--- config.mk ---
export PLATFORM = sky130hd
export DESIGN_NAME = dha_ram
export DESIGN_NICKNAME = d
export VERILOG_FILES = /design/src/hdl/dha_ram.sv
export SDC_FILE = /design/constraint.sdc
export NUM_CORES = 2
export LEC_CHECK = 0
export BUFFER_PORTS_ARGS = -buffer_cell sky130_fd_sc_hd__buf_2
export CAP_MARGIN = 0
export CORE_MARGIN = 1
export CORE_UTILIZATION = 58
export CTS_CLUSTER_SIZE = 12
export DETAILED_ROUTE_END_ITERATION = 6
export GPL_ROUTABILITY_DRIVEN = 0
export PLACE_DENSITY_LB_ADDON = 0.08
export SLEW_MARGIN = 10
export SYNTH_ARGS = -nofsm -noshare
export SYNTH_HDL_FRONTEND = slang
export SYNTH_SLANG_ARGS = --single-unit
--- constraint.sdc ---
create_clock -name clk -period 2.4 [get_ports clk]
set_input_delay 0.12 -clock clk [delete_from_list [all_inputs] [get_ports clk]]
set_output_delay 0.12 -clock clk [all_outputs]
set_load 0.1 [all_outputs]
--- src/hdl/dha_ram.sv ---
// generic single-write, single-read synchronous ram with registered read data
module dha_ram #(
    parameter int ADDR_W = 8,
    parameter int DATA_W = 8
) (
    input  logic              clk,
    input  logic              we,
    input  logic [ADDR_W-1:0] waddr,
    input  logic [DATA_W-1:0] wdata,
    input  logic              re,
    input  logic [ADDR_W-1:0] raddr,
    output logic [DATA_W-1:0] rdata
);

    logic [DATA_W-1:0] mem [1 << ADDR_W];
    logic [DATA_W-1:0] rdata_reg;

    always_ff @(posedge clk)
    begin
        if (we)
        begin
            mem[waddr] <= wdata;
        end
        if (re)
        begin
            rdata_reg <= mem[raddr];
        end
    end

    assign rdata = rdata_reg;

endmodule

=== After elaboration in Yosys (flattened, before gate mapping) ===
Memories as Yosys holds them, arrays and structs flattened. A register that Yosys moved wholly into a read port is not among the register bits.
Index checks and enable logic that the tools add are counted.

* Muxes and demuxes: 2

{| class="wikitable"
|+ Operator list
! operator !! count
|-
| two-way mux 1 bit || 2
|}

* Register bits: 0
* Memory bits (writable): 2,048
* Bits of input ports: 27
* Logic and storage cells: 3
* Memories: 1

{| class="wikitable"
|+ Memories
! memory !! depth !! width !! rd ports !! clocked after memory_dff !! write ports !! line !! source
|-
| mem || 256 || 8 || 1 || 1 || 1 || 15 || <nowiki>logic [DATA_W-1:0] mem [1 << ADDR_W];</nowiki>
|}

=== Logic depth before layout (Yosys ltp) ===
* Depth after elaboration: 2
* Depth in mapped cells: 11

=== Worst setup path before layout ===
No wires, ideal clock.

* Kind: input to register
* From: input port raddr[0]
* To: register rdata_reg[2] (netlist: rdata[2]), read port of mem (data pin)
* Library setup time: 269 ps
* Arrival: 1,927 ps
* Slack: 204 ps
* Stages on the path: 9
* Buffers on the path: 4
* Cells stage by stage: buf_6 buf_12 buf_8 buf_2 mux4_2 a22oi_1 a21oi_1 nor4_1 nor4_2

{| class="wikitable"
|+ RTL lines
! item !! line !! source
|-
| start: declaration || 11 || <nowiki>input logic [ADDR_W-1:0] raddr,</nowiki>
|-
| end: declaration || 16 || <nowiki>logic [DATA_W-1:0] rdata_reg;</nowiki>
|}

==> reports/qor.txt <==
CP startpoint kind -> register
WHS Path Cells -> 1
Commonest cells after routing, fill and taps aside -> edfxtp_1, buf_4, mux4_2
Share of layout cells above drive strength 1 -> 31.9%
Max-cap viol count -> 0
First-pass GRT wire length -> 294000 µm
Reg2reg end -> rdata[4]
Required time of the worst setup path -> 2.96 ns
Largest net degree at the start of global routing -> 104
Fmax -> 403 MHz
Vias per cell -> 6.54
Share of synthesized registers carrying an async set or reset -> 0%
Final #Nets -> 4465
CTS Root Buffer Type -> clkbuf_16
Commonest non-fill, non-tap cell in the layout -> edfxtp_1
Initial DRC count -> 5494
WHS Endpoint -> mem[70][3]
Die height -> 373 µm
VDD IR-drop max -> 0.000836 V
Vias in the first global route -> 41999
Crit Path Class -> register to register
Critical Path End Type -> register
Setup Skew -> 0.0220 ns
Final setup margin -> -0.0844 ns
PortBufs -> 34
Final Setup Violations -> 2
Core ar. -> 136000 µm²
WL/cell -> 32.2 µm
Hold Crit Class -> input pin to register
Clock Path Buffers -> 3
Post-synth EDFFs -> 2056
Period utilization -> 104%
Grt ovf -> 0
Min cycle time layout -> 2.48 ns
CP arrival -> 3.04 ns
Detail Route Antenna Nets -> 0
Final Instance Count excl. Fillers -> 6327
Crit Reg-Reg Startpoint -> mem[81][4]
R2R Setup Slk -> -0.08 ns
Chip width -> 373 µm
#FFs+latches synth -> 2056
Headroom to the max-slew limit -> 30.3%
Cell Area, Synth -> 79600 µm²
Worst-path clk slew -> 0.06 ns
Cells after Synth -> 3733
Layout area overhead -> 16.6%
Post CTS Setup Buffer Count -> 0
Rows -> 135
Tot Pwr -> 72.5 mW
Post-DP HPWL -> 133000 µm
Tot GR Track Use -> 30.1%
Post-Place Worst Slack -> -1.10 ns
CTS sink count -> 2056
Violated checks -> negative setup slack
R2R depth -> 6
CTS tree -> yes
Post-Syn Nets -> 3760
Die area -> 139000 µm²
LEAKAGE -> 30.1 nW
Placed insts -> 6008
Hold Violations, Final -> 0
Yosys warns -> 0
Post-synth top area share -> 77.5%
Post-Syn Area per Cell -> 21.3 µm²
Clock Latency Late Sink -> 0.84 ns
Largest register FFs -> 2048
Final Max Tran Viols -> 0
Largest cells by area after synthesis -> edfxtp_1, mux4_2, mux2i_1
Pwr/cell area -> 780 nW/µm²
Hold Crit Start -> wdata[3]
Worst Max-Slew Pin Slew -> 1.05 ns
Sequential area share after synthesis -> 77.5%
RSZ-0062 raised after global routing -> true
Starting Density -> 58.6%
Initial antenna violation count -> 12
DR pass1 iterations -> 5
Aggregate routed wire length -> 204000 µm
IO Pins -> 35
Largest fanout on the critical path -> 1
Residual DRC -> 0
Fill cell count -> 8507
Status -> finished, violations left
Top FF cell, synth -> edfxtp_1
Dominant cell type by area after synthesis -> edfxtp_1
Yosys cell types -> 54
CTS Buf Count -> 200
H-tree depth -> 4
Vias after detailed routing -> 41379
## metal layers
metal	up-vias	GRT usage, %	wire length [µm]
li1	17067	-	-
met5	-	0	69
met4	10	9.40	6570
met2	2278	46.1	95900
met3	325	6.42	21300
met1	21699	44.1	80000
## critical path, cell delays in order, from the launching register on
cell,delay [ns]
edfxtp_1,0.39
mux4_2,0.47
mux4_2,0.49
nor2b_4,0.16
nor4_4,0.46
buf_4,0.19
nor4_2,0.04
## worst max path at each step
stage          startpoint  endpoint  slack, ns  cells after the start
2_1_floorplan    raddr[0]  rdata[2]       0.20                      9
3_3_place_gp     raddr[3]  rdata[4]      -1.05                      8
3_5_place_dp     raddr[0]  rdata[4]      -1.10                     10
4_1_cts        mem[81][4]  rdata[4]      -0.09                      6
5_1_grt        mem[81][4]  rdata[4]      -0.14                      6
6_report       mem[81][4]  rdata[4]      -0.08                      6
## power by group
part           internal (mW)  total (mW)  leakage, nW  switching, mW
Clock                   15.8        28.4         2.78           12.6
Combinational           1.72        4.36         8.88           2.64
Sequential              39.6        39.7         18.5         0.0646
## synthesized netlist by cell type, drive strengths merged, types with 4 or more instances
| library cell | n |
|---|---|
| mux4 | 456 |
| nand2b | 8 |
| nor3 | 22 |
| o32ai | 5 |
| nor2 | 282 |
| a211oi | 16 |
| buf | 122 |
| o21ai | 12 |
| nand4 | 10 |
| nand2 | 33 |
| and2 | 6 |
| a221oi | 14 |
| nand3 | 34 |
| a2111oi | 5 |
| or2 | 4 |
| clkbuf | 111 |
| a22oi | 133 |
| nor2b | 31 |
| o22ai | 28 |
| o211ai | 10 |
| nor4 | 27 |
| o22a | 5 |
| edfxtp | 2056 |
| a21oi | 96 |
| o221ai | 47 |
| a22o | 8 |
| mux2i | 134 |
## repair_timing
action                                 CTS  global route
hold buffers                            10             0
setup endpoints to repair                8             7
gates resized for setup                 24            11
pin swaps                                2             9
endpoints found under the hold margin  398             0
## logic make-up (layout without fill, tap and decap cells)
| logic type | count (synthesis) | in the layout | share of synthesized area [%] |
|---|---|---|---|
| buffers and inverters | 235 | 1047 | 1.83 |
| and+or+nand+nor | 466 | 466 | 2.63 |
| DFF | 2056 | 2056 | 77.5 |
| AOI/OAI and AO/OA | 385 | 385 | 3.42 |
| muxes | 591 | 591 | 14.6 |
| other | 0 | 1 | 0 |
## area by class of cell
| cell class | count | area (µm²) | share of cell area, % |
|---|---|---|---|
| Timing Repair Buffer | 736 | 6510 | 7.01 |
| Clock inverter | 45 | 429 | 0.462 |
| Antenna cell | 1 | 2.50 | 0.00269 |
| Clock buffer | 264 | 5310 | 5.71 |
| Tap cell | 1781 | 2230 | 2.40 |
| Inverter | 2 | 7.51 | 0.00808 |
| Sequential cell | 2056 | 61700 | 66.5 |
| Multi-Input combinational cell | 1442 | 16700 | 17.9 |
## through the flow
step | hold WS [ns] | utilization, % | instance area (µm²) | setup TNS, ns
after global routing | 0.0796 | 68.4 | 92900 | -0.233
after CTS | 0.0537 | 68.4 | 92800 | -0.0897
final | 0.0605 | 68.4 | 92900 | -0.102
after floorplan | 0.219 | - | 79600 | 0
after global placement | 0.566 | 64.0 | 86900 | -5.88
after detailed placement | 0.559 | 64.0 | 86900 | -5.98
Power figures use the tool's default switching activity.
